[src/hcd_pkg.sv]
// Shared types and constants for the held chord hotkey detector.
package hcd_pkg;

    localparam int KEY_W     = 7;
    localparam int TIME_W    = 32;
    localparam int HOLD_W    = 16;
    localparam int OP_W      = 2;
    localparam int ENTRY_W   = KEY_W + TIME_W;   // {press time, key}
    localparam int CFG_IDX_W = 2;
    localparam int CFG_W     = 16;
    localparam int CNT_OUT_W = 4;

    // operation codes on the input tuser
    localparam logic [OP_W-1:0] OP_DOWN  = 2'd0;
    localparam logic [OP_W-1:0] OP_UP    = 2'd1;
    localparam logic [OP_W-1:0] OP_CHECK = 2'd2;

    // configuration register indexes
    localparam logic [CFG_IDX_W-1:0] CFG_ACT_A = 2'd0;
    localparam logic [CFG_IDX_W-1:0] CFG_ACT_B = 2'd1;
    localparam logic [CFG_IDX_W-1:0] CFG_HOLD  = 2'd2;

    // register reset values
    localparam logic [KEY_W-1:0]  ACT_A_RST = 7'd21;
    localparam logic [KEY_W-1:0]  ACT_B_RST = 7'd23;
    localparam logic [HOLD_W-1:0] HOLD_RST  = 16'd1000;

    typedef enum logic [2:0] {
        ST_IDLE  = 3'b001,
        ST_SCAN  = 3'b010,
        ST_SHIFT = 3'b100
    } t_state;

    // per-entry compare results
    typedef struct packed {
        logic key_eq;    // entry key equals the event key
        logic a_ok;      // entry is activation key A, held long enough
        logic b_ok;      // entry is activation key B, held long enough
        logic non_act;   // entry is neither activation key
    } t_cmp_flags;

endpackage

[src/hcd_ram.sv]
// Generic single write port, single read port RAM with registered read.
module hcd_ram #(
    parameter int WIDTH = 39,
    parameter int DEPTH = 8
) (
    input  logic                     i_clk,
    input  logic                     i_we,
    input  logic [$clog2(DEPTH)-1:0] i_waddr,
    input  logic [WIDTH-1:0]         i_wdata,
    input  logic                     i_re,
    input  logic [$clog2(DEPTH)-1:0] i_raddr,
    output logic [WIDTH-1:0]         o_rdata
);

    logic [WIDTH-1:0] r_mem [DEPTH];
    logic [WIDTH-1:0] r_rdata;

    always_ff @(posedge i_clk) begin
        if (i_we) begin
            r_mem[i_waddr] <= i_wdata;
        end
        if (i_re) begin
            r_rdata <= r_mem[i_raddr];
        end
    end

    assign o_rdata = r_rdata;

endmodule

[src/hcd_cmp.sv]
// Shared per-entry compare unit: key match, hold-age check, activation tests.
module hcd_cmp (
    input  logic [hcd_pkg::ENTRY_W-1:0] i_entry,
    input  logic [hcd_pkg::KEY_W-1:0]   i_key,
    input  logic [hcd_pkg::TIME_W-1:0]  i_now,
    input  logic [hcd_pkg::KEY_W-1:0]   i_act_a,
    input  logic [hcd_pkg::KEY_W-1:0]   i_act_b,
    input  logic [hcd_pkg::HOLD_W-1:0]  i_hold,
    output hcd_pkg::t_cmp_flags         o_flags
);

    logic [hcd_pkg::KEY_W-1:0]  ent_key;
    logic [hcd_pkg::TIME_W-1:0] ent_time;
    logic [hcd_pkg::TIME_W-1:0] age;
    logic                       aged;

    assign ent_key  = i_entry[hcd_pkg::KEY_W-1:0];
    assign ent_time = i_entry[hcd_pkg::ENTRY_W-1:hcd_pkg::KEY_W];

    // wrapping age, modulo 2^32
    assign age  = i_now - ent_time;
    assign aged = age >= {{(hcd_pkg::TIME_W-hcd_pkg::HOLD_W){1'b0}}, i_hold};

    assign o_flags.key_eq  = ent_key == i_key;
    assign o_flags.a_ok    = aged && (ent_key == i_act_a);
    assign o_flags.b_ok    = aged && (ent_key == i_act_b);
    assign o_flags.non_act = (ent_key != i_act_a) && (ent_key != i_act_b);

endmodule

[src/held_chord_hotkey_detector.sv]
// Top level: held-key list sequencer, config registers and result register.
//
//  channel   dir  handshake                   payload
//  --------  ---  --------------------------  -------------------------------------
//  s_axis    in   s_axis_tvalid/tready        tdata: key_number, now_ms; tuser: op
//  m_axis    out  m_axis_tvalid/tready        tdata: found, action, dropped, count
//  cfg       in   i_cfg_we (no wait)          i_cfg_idx, i_cfg_wdata
//
// Sequencing: with n keys held, all n entries are read and evaluated before the
// result loads, and the next word can be taken once it has loaded; a key-up
// that finds its key adds a shift phase that moves the later entries down. The
// pace is set by the list RAM: one entry read (and on key-up one entry moved)
// per cycle.
// Reset (i_rst_n low, synchronous) empties the list and restores the
// register defaults; list contents are not cleared, the count guards them.
// The result sits in an output register; a new word is taken while it waits,
// and a finished word stalls in its last cycle until that register frees up.
module held_chord_hotkey_detector #(
    parameter int LIST_DEPTH = 8
) (
    input  logic                            i_clk,
    input  logic                            i_rst_n,
    // slave stream
    input  logic                            s_axis_tvalid,
    output logic                            s_axis_tready,
    input  logic [39:0]                     s_axis_tdata,  // key_number[6:0], now_ms[38:7]
    input  logic [hcd_pkg::OP_W-1:0]        s_axis_tuser,  // operation[1:0]
    // master stream
    output logic                            m_axis_tvalid,
    input  logic                            m_axis_tready,
    output logic [15:0]                     m_axis_tdata,  // hotkey_found[0], action_key[7:1],
                                                           // dropped[8], held_count[12:9]
    // configuration write port
    input  logic                            i_cfg_we,
    input  logic [hcd_pkg::CFG_IDX_W-1:0]   i_cfg_idx,
    input  logic [hcd_pkg::CFG_W-1:0]       i_cfg_wdata
);

    localparam int IW = $clog2(LIST_DEPTH);      // list address
    localparam int CW = $clog2(LIST_DEPTH + 1);  // count, holds LIST_DEPTH

    // ---- registers ----
    hcd_pkg::t_state                  r_state, n_state;
    logic [hcd_pkg::OP_W-1:0]         r_op, n_op;
    logic [hcd_pkg::KEY_W-1:0]        r_key, n_key;
    logic [hcd_pkg::TIME_W-1:0]       r_now, n_now;
    logic [CW-1:0]                    r_rd_idx, n_rd_idx;   // next address to read
    logic                             r_ev_vld, n_ev_vld;   // read data valid this cycle
    logic [IW-1:0]                    r_ev_idx, n_ev_idx;   // address of that data
    logic [CW-1:0]                    r_count, n_count;
    logic                             r_hit, n_hit;
    logic                             r_has_a, n_has_a;
    logic                             r_has_b, n_has_b;
    logic                             r_have_act, n_have_act;
    logic [hcd_pkg::KEY_W-1:0]        r_act, n_act;
    logic                             r_out_vld, n_out_vld;
    logic                             r_out_found, n_out_found;
    logic [hcd_pkg::KEY_W-1:0]        r_out_act, n_out_act;
    logic                             r_out_drop, n_out_drop;
    logic [hcd_pkg::CNT_OUT_W-1:0]    r_out_cnt, n_out_cnt;
    logic [hcd_pkg::KEY_W-1:0]        r_act_a;
    logic [hcd_pkg::KEY_W-1:0]        r_act_b;
    logic [hcd_pkg::HOLD_W-1:0]       r_hold;

    // ---- list RAM and compare unit ----
    logic                             ram_we;
    logic [IW-1:0]                    ram_waddr;
    logic [hcd_pkg::ENTRY_W-1:0]      ram_wdata;
    logic                             ram_re;
    logic [hcd_pkg::ENTRY_W-1:0]      ram_rdata;
    hcd_pkg::t_cmp_flags              flags;

    logic                             issue;
    logic                             pipe_done;
    logic                             out_free;

    hcd_ram #(
        .WIDTH (hcd_pkg::ENTRY_W),
        .DEPTH (LIST_DEPTH)
    ) u_list (
        .i_clk   (i_clk),
        .i_we    (ram_we),
        .i_waddr (ram_waddr),
        .i_wdata (ram_wdata),
        .i_re    (ram_re),
        .i_raddr (r_rd_idx[IW-1:0]),
        .o_rdata (ram_rdata)
    );

    hcd_cmp u_cmp (
        .i_entry (ram_rdata),
        .i_key   (r_key),
        .i_now   (r_now),
        .i_act_a (r_act_a),
        .i_act_b (r_act_b),
        .i_hold  (r_hold),
        .o_flags (flags)
    );

    assign s_axis_tready = r_state == hcd_pkg::ST_IDLE;
    assign m_axis_tvalid = r_out_vld;
    assign m_axis_tdata  = {3'b000, r_out_cnt, r_out_drop, r_out_act, r_out_found};

    // read one entry per cycle while below the count
    assign issue = (r_state != hcd_pkg::ST_IDLE) && (r_rd_idx < r_count);
    // all reads issued and the last one evaluated
    assign pipe_done = !r_ev_vld && (r_rd_idx >= r_count);
    assign out_free  = !r_out_vld || m_axis_tready;

    always_comb begin
        n_state     = r_state;
        n_op        = r_op;
        n_key       = r_key;
        n_now       = r_now;
        n_rd_idx    = r_rd_idx;
        n_ev_vld    = 1'b0;
        n_ev_idx    = r_ev_idx;
        n_count     = r_count;
        n_hit       = r_hit;
        n_has_a     = r_has_a;
        n_has_b     = r_has_b;
        n_have_act  = r_have_act;
        n_act       = r_act;
        n_out_vld   = r_out_vld;
        n_out_found = r_out_found;
        n_out_act   = r_out_act;
        n_out_drop  = r_out_drop;
        n_out_cnt   = r_out_cnt;
        ram_we      = 1'b0;
        ram_waddr   = r_ev_idx;
        ram_wdata   = ram_rdata;
        ram_re      = issue;

        if (r_out_vld && m_axis_tready) begin
            n_out_vld = 1'b0;
        end

        if (issue) begin
            n_rd_idx = r_rd_idx + CW'(1);
            n_ev_vld = 1'b1;
            n_ev_idx = r_rd_idx[IW-1:0];
        end

        unique case (r_state)
            hcd_pkg::ST_IDLE: begin
                if (s_axis_tvalid) begin
                    n_op       = s_axis_tuser;
                    n_key      = s_axis_tdata[hcd_pkg::KEY_W-1:0];
                    n_now      = s_axis_tdata[hcd_pkg::ENTRY_W-1:hcd_pkg::KEY_W];
                    n_rd_idx   = '0;
                    n_hit      = 1'b0;
                    n_has_a    = 1'b0;
                    n_has_b    = 1'b0;
                    n_have_act = 1'b0;
                    n_act      = '0;
                    n_state    = hcd_pkg::ST_SCAN;
                end
            end

            hcd_pkg::ST_SCAN: begin
                if (r_ev_vld) begin
                    unique case (r_op)
                        hcd_pkg::OP_DOWN: begin
                            if (flags.key_eq) begin
                                n_hit = 1'b1;
                            end
                        end
                        hcd_pkg::OP_UP: begin
                            // found: close the gap from the next entry on
                            if (flags.key_eq) begin
                                n_state  = hcd_pkg::ST_SHIFT;
                                n_rd_idx = CW'(r_ev_idx) + CW'(1);
                                n_ev_vld = 1'b0;
                            end
                        end
                        hcd_pkg::OP_CHECK: begin
                            n_has_a = r_has_a || flags.a_ok;
                            n_has_b = r_has_b || flags.b_ok;
                            if (flags.non_act && !r_have_act) begin
                                n_have_act = 1'b1;
                                n_act      = ram_rdata[hcd_pkg::KEY_W-1:0];
                            end
                        end
                        default: ;
                    endcase
                end else if (pipe_done && out_free) begin
                    n_state     = hcd_pkg::ST_IDLE;
                    n_out_vld   = 1'b1;
                    n_out_found = 1'b0;
                    n_out_act   = '0;
                    n_out_drop  = 1'b0;
                    n_out_cnt   = hcd_pkg::CNT_OUT_W'(r_count);
                    unique case (r_op)
                        hcd_pkg::OP_DOWN: begin
                            if (!r_hit) begin
                                if (r_count < CW'(LIST_DEPTH)) begin
                                    ram_we    = 1'b1;
                                    ram_waddr = r_count[IW-1:0];
                                    ram_wdata = {r_now, r_key};
                                    n_count   = r_count + CW'(1);
                                    n_out_cnt = hcd_pkg::CNT_OUT_W'(r_count + CW'(1));
                                end else begin
                                    n_out_drop = 1'b1;
                                end
                            end
                        end
                        hcd_pkg::OP_CHECK: begin
                            if (r_has_a && r_has_b && r_have_act) begin
                                n_out_found = 1'b1;
                                n_out_act   = r_act;
                            end
                        end
                        default: ;  // key-up not held, or no-op code
                    endcase
                end
            end

            hcd_pkg::ST_SHIFT: begin
                if (r_ev_vld) begin
                    // entry j+1 moves down to j
                    ram_we    = 1'b1;
                    ram_waddr = r_ev_idx - IW'(1);
                    ram_wdata = ram_rdata;
                end else if (pipe_done && out_free) begin
                    n_state     = hcd_pkg::ST_IDLE;
                    n_count     = r_count - CW'(1);
                    n_out_vld   = 1'b1;
                    n_out_found = 1'b0;
                    n_out_act   = '0;
                    n_out_drop  = 1'b0;
                    n_out_cnt   = hcd_pkg::CNT_OUT_W'(r_count - CW'(1));
                end
            end

            default: n_state = hcd_pkg::ST_IDLE;
        endcase
    end

    // control state
    always_ff @(posedge i_clk) begin
        if (!i_rst_n) begin
            r_state   <= hcd_pkg::ST_IDLE;
            r_ev_vld  <= 1'b0;
            r_count   <= '0;
            r_out_vld <= 1'b0;
            r_act_a   <= hcd_pkg::ACT_A_RST;
            r_act_b   <= hcd_pkg::ACT_B_RST;
            r_hold    <= hcd_pkg::HOLD_RST;
        end else begin
            r_state   <= n_state;
            r_ev_vld  <= n_ev_vld;
            r_count   <= n_count;
            r_out_vld <= n_out_vld;
            if (i_cfg_we) begin
                unique case (i_cfg_idx)
                    hcd_pkg::CFG_ACT_A: r_act_a <= i_cfg_wdata[hcd_pkg::KEY_W-1:0];
                    hcd_pkg::CFG_ACT_B: r_act_b <= i_cfg_wdata[hcd_pkg::KEY_W-1:0];
                    hcd_pkg::CFG_HOLD:  r_hold  <= i_cfg_wdata[hcd_pkg::HOLD_W-1:0];
                    default: ;  // unmapped index
                endcase
            end
        end
    end

    // payload
    always_ff @(posedge i_clk) begin
        r_op        <= n_op;
        r_key       <= n_key;
        r_now       <= n_now;
        r_rd_idx    <= n_rd_idx;
        r_ev_idx    <= n_ev_idx;
        r_hit       <= n_hit;
        r_has_a     <= n_has_a;
        r_has_b     <= n_has_b;
        r_have_act  <= n_have_act;
        r_act       <= n_act;
        r_out_found <= n_out_found;
        r_out_act   <= n_out_act;
        r_out_drop  <= n_out_drop;
        r_out_cnt   <= n_out_cnt;
    end

endmodule

[config.mk]
export PLATFORM = sky130hd
export DESIGN_NAME = held_chord_hotkey_detector
export DESIGN_NICKNAME = d
export VERILOG_FILES = /design/src/hcd_pkg.sv /design/src/hcd_ram.sv /design/src/hcd_cmp.sv /design/src/held_chord_hotkey_detector.sv
export SDC_FILE = /design/constraint.sdc
export NUM_CORES = 1
export LEC_CHECK = 0
export BUFFER_PORTS_ARGS = -buffer_cell sky130_fd_sc_hd__buf_2
export CORE_ASPECT_RATIO = 0.5
export CORE_MARGIN = 5
export CORE_UTILIZATION = 35
export CTS_BUF_LIST = sky130_fd_sc_hd__clkbuf_8
export DETAILED_ROUTE_END_ITERATION = 10
export PLACE_DENSITY_LB_ADDON = 0.12
export SYNTH_ARGS = -nofsm -noshare
export SYNTH_HDL_FRONTEND = slang
export SYNTH_SLANG_ARGS = --single-unit
export TNS_END_PERCENT = 30
[constraint.sdc]
create_clock -name i_clk -period 19.4 [get_ports i_clk]
set_input_delay 2.91 -clock i_clk [delete_from_list [all_inputs] [get_ports i_clk]]
set_output_delay 2.91 -clock i_clk [all_outputs]
set_load 0.01 [all_outputs]
==> results.txt <==
The flow ran to the end, and the final reports show no timing, DRC or antenna violations. The count of inserted antenna diode cells is 0, and the total half-perimeter wirelength after legalization and detailed placement is 30,500 µm. At the end of the flow, the number of nets in the layout was 1,583. The core region is 57,250 µm². In this run the worst path has a maximum fanout of 26. The initial core utilization came out at 35.25%. The final clock skew was 0.01477 ns; the worst slew slack as a fraction of its limit was 27.50%.

The number of clock sinks came out at 462. The number of global-route vias before repair is 12.01k. The count of H-tree levels built during CTS was 3. The endpoint identified for the worst register-to-register timing path is u_list.r_mem[0][25].

The logs give 67 for the largest net degree at the start of global routing and 0.00003645 V for the peak supply drop. The first detailed-routing pass took 5 iterations. The setup check on the worst reg-to-reg path leaves a slack of 14.59 ns. The layout has 5,346 filler cells. The later pin in the worst-skew pair is clocked with a latency of 0.62 ns. For this run, the leading register cell type out of synthesis is sky130_fd_sc_hd__edfxtp_1. Setup repair after global routing left no endpoint under its margin. The number of CTS-inserted buffers is 71, and the placer's final routability congestion estimate is 0.8301. Depth of the most critical reg-to-reg path: 11.

STA classifies the critical path startpoint as a primary input. The transition time at the pin with the least slew margin was 1.076 ns. Summed over all layers, the routed wires come to 49,650 µm. The endpoint of the worst hold path is r_hold[13]. In this run the clock root is driven by a sky130_fd_sc_hd__clkbuf_8. The vias per cell is 5.041, and the hold buffer count at CTS is 0. Number of flops mapped to enable cells by yosys: 419.

The worst hold path belongs to the class reg -> reg. The number of buffers added on ports works out to 78. For this run, asynchronously set or reset flops after synthesis account for 0%.

Each instance of the synthesized netlist takes up on average 15.03 µm². The beginning of the worst hold path was r_hold[13]. STA classifies the critical path endpoint as a register. After synthesis the cells add up to 20,180 µm². The cell count after synthesis came out at 1,343. Along the worst hold path, the cell count comes to 2. For this run, design rule violations remaining after detail routing come to 0. For the number of antenna-violating nets in the routed design, the log shows 0.

For the global route total overflow, the log shows 0. Critical path start-end classification: in -> reg. For the post-synthesis sequential area ratio, the log shows 66.61%. The run gives 0 ns as the setup TNS. Once the clock tree was built, the setup fixing pass inserted 0 buffers. For the number of instances resized during post-cts repair, the log shows 0. The floorplan die width was 349.6 µm; the per-cell routed wire length was 21.79 µm. The run gives 0 as the number of antenna violations at the first check in global routing. The clock-pin slew of the registers on the worst-case setup and hold paths works out to 0.06 ns. The die is 179.8 µm tall. The routed layout has 11.49k vias. The layout cell share with drive strength beyond 1 is 21.71%. The number of different library cells used by synthesis comes to 68.

In this run, placement finished with an instance count of 2,156. TritonCTS built the clock tree. Final non-filler cell total: 2,279. The time the worst path needs with I/O delays and setup is 5.397 ns, and the number of hold violations in the final report is 0.

The fraction of the cycle the final worst path needs is 27.82%. The tools report the max-capacitance violation count as 0. The layout-stage area growth over the synthesis result works out to 12.92%. For this design the ratio of total power to cell area is 91.41 nW/µm². During I/O placement, the number of pins put on the boundary was 83. The startpoint identified for the worst register-to-register timing path is r_rd_idx[0]. The die footprint came out at 62,850 µm². In the global route stage, overall resource usage came out at 15.79%. After floorplanning, the core was divided into 62 placement rows.

The number of synthesized register bits is 462. The first-pass GRT wire length is 75,190 µm. The run gives 0 as the number of warnings printed during yosys synthesis. The logs give 0.1853 GHz for the maximum frequency from static timing analysis and 5.63 ns for the worst path arrival time. The number of design-rule violations left by the first detailed-router iteration was 837; the total setup violations reported at the end of the flow was 0. STA puts the critical path data required time at 19.64 ns. The logs give 0 for the final max-slew violation count and 3 for the buffer levels on the longest clock path. The tools report the leakage power total as 7.846 nW.
[per-stage QoR]
step | hold WS [ns] | area [µm²] | total power [mW] | setup slack (ns) | utilization, %
global route | 0.4801 | 22790 | 2.186 | 13.87 | 39.80
detailed placement | 0.4526 | 21530 | 1.362 | 13.32 | 37.61
global placement | 0.4539 | 21530 | 1.360 | 13.39 | 37.61
floorplan | 0.4348 | 20190 | 1.294 | 12.18 | -
finish | 0.4583 | 22790 | 2.083 | 14.00 | 39.80
CTS | 0.4618 | 22790 | 2.121 | 13.99 | 39.80
[area by class of cell]
class / count / area, µm² / share of cell area, %
clock inverter: 50 / 252.7 / 1.109
tap: 768 / 960.9 / 4.217
inverter: 72 / 270.3 / 1.186
sequential: 462 / 13450 / 59.04
timing repair buffer: 97 / 533.0 / 2.339
multi-input combinational: 757 / 6312 / 27.70
clock buffer: 73 / 1005 / 4.409
[Yosys cell counts (all sizes together), types with 2 or more instances]
| library cell | instances | area share (%) |
|---|---|---|
| nor3 | 6 | 0.15 |
| o211a | 2 | 0.099 |
| and2 | 16 | 0.51 |
| nor4 | 9 | 0.35 |
| mux4 | 78 | 8.7 |
| a21o | 12 | 0.45 |
| inv | 72 | 1.3 |
| buf | 15 | 0.38 |
| xor2 | 23 | 1.0 |
| nor2b | 9 | 0.28 |
| a31oi | 5 | 0.16 |
| and3 | 14 | 0.43 |
| nand2 | 155 | 2.9 |
| a311oi | 3 | 0.16 |
| nand4 | 14 | 0.43 |
| o211ai | 11 | 0.50 |
| nand3 | 20 | 0.50 |
| o221ai | 5 | 0.22 |
| ha | 56 | 3.5 |
| mux2i | 11 | 0.55 |
| mux2 | 40 | 2.2 |
| a211oi | 2 | 0.074 |
| o22ai | 2 | 0.062 |
| o21ai | 66 | 1.6 |
| o21a | 5 | 0.19 |
| clkbuf | 39 | 0.73 |
| nand2b | 7 | 0.22 |
| a221oi | 2 | 0.12 |
| and4 | 2 | 0.087 |
| nor3b | 4 | 0.15 |
| nor2 | 50 | 0.93 |
| dfxtp | 43 | 4.3 |
| xnor2 | 30 | 1.3 |
| o31ai | 3 | 0.14 |
| a21boi | 12 | 0.45 |
| a211o | 2 | 0.087 |
| nand3b | 2 | 0.074 |
| a21oi | 55 | 1.4 |
| a2111oi | 3 | 0.14 |
| o21bai | 2 | 0.074 |
| edfxtp | 419 | 62 |
| a31o | 2 | 0.087 |
| o2111ai | 2 | 0.087 |
[cells by family (layout without fill, tap and decap cells)]
group                      count (synthesis)  in the layout  synth area share, %
adders and majority gates                 57             57                3.571
and+or+nand+nor                          314            314                7.254
muxes                                    129            129                11.48
xor gates and xnor gates                  53             53                2.300
buffers and inverters                    126            292                2.443
DFF                                      462            462                66.61
AOI/OAI and AO/OA                        201            201                6.318
other                                      1              3              0.01858
[how the worst max path moves through the flow]
stage	cells after the start	start	end
2_1_floorplan	6	m_axis_tready	u_list.r_mem[7][0]
3_3_place_gp	8	m_axis_tready	u_list.r_mem[1][24]
3_5_place_dp	8	m_axis_tready	u_list.r_mem[0][23]
4_1_cts	8	m_axis_tready	u_list.r_mem[1][19]
5_1_grt	8	m_axis_tready	u_list.r_mem[1][36]
6_report	8	m_axis_tready	u_list.r_mem[0][25]
[cell usage in the layout (no fill, tap or decap), types with 30 or more instances in the layout]
cell type	Yosys	layout
sky130_fd_sc_hd__nand2_1	155	155
sky130_fd_sc_hd__inv_1	72	93
sky130_fd_sc_hd__mux4_2	78	78
sky130_fd_sc_hd__nor2_1	50	44
sky130_fd_sc_hd__dfxtp_1	43	40
sky130_fd_sc_hd__clkbuf_8	0	73
sky130_fd_sc_hd__ha_1	56	56
sky130_fd_sc_hd__buf_2	1	78
sky130_fd_sc_hd__xnor2_1	30	30
sky130_fd_sc_hd__a21oi_1	55	55
sky130_fd_sc_hd__o21ai_0	54	54
sky130_fd_sc_hd__mux2_2	40	40
sky130_fd_sc_hd__edfxtp_1	419	419
[power breakdown]
| group | leakage (nW) | switching [mW] | total [mW] | internal, mW |
|---|---|---|---|---|
| registers | 4.17 | 0.0268 | 1.13 | 1.11 |
| logic | 2.95 | 0.111 | 0.204 | 0.0933 |
| clock network | 0.725 | 0.381 | 0.746 | 0.365 |
| total | 7.85 | 0.518 | 2.08 | 1.56 |
[worst max-delay path, cell delays in order]
cell	delay [ns]
sky130_fd_sc_hd__buf_2	0.09
sky130_fd_sc_hd__nand2b_1	0.21
sky130_fd_sc_hd__nand3_1	0.23
sky130_fd_sc_hd__a21oi_1	0.11
sky130_fd_sc_hd__o221ai_1	0.65
sky130_fd_sc_hd__nand2b_1	0.28
sky130_fd_sc_hd__nor2_4	0.52
sky130_fd_sc_hd__buf_4	0.59
[metal layers]
layer,up-vias,routed length [µm],track usage [%]
li1,5349,-,-
met1,5835,23390,22.22
met2,232,23410,25.50
met3,72,1932,2.911
met4,0,920,3.990
met5,-,0,0
[registers in the layout (all words and copies together), names as in the netlist, 2 cells and up]
signal and cells:
r_hold 16, r_act 7, r_out_act 7, r_count 4
u_list.r_mem 312, r_rd_idx 4, r_op 2, r_out_cnt 4
r_key 7, r_now 32, r_ev_idx 3, r_act_a 7
u_list.o_rdata 39, r_act_b 7, r_state 3
Note: power is estimated with default switching activity, not from simulation.
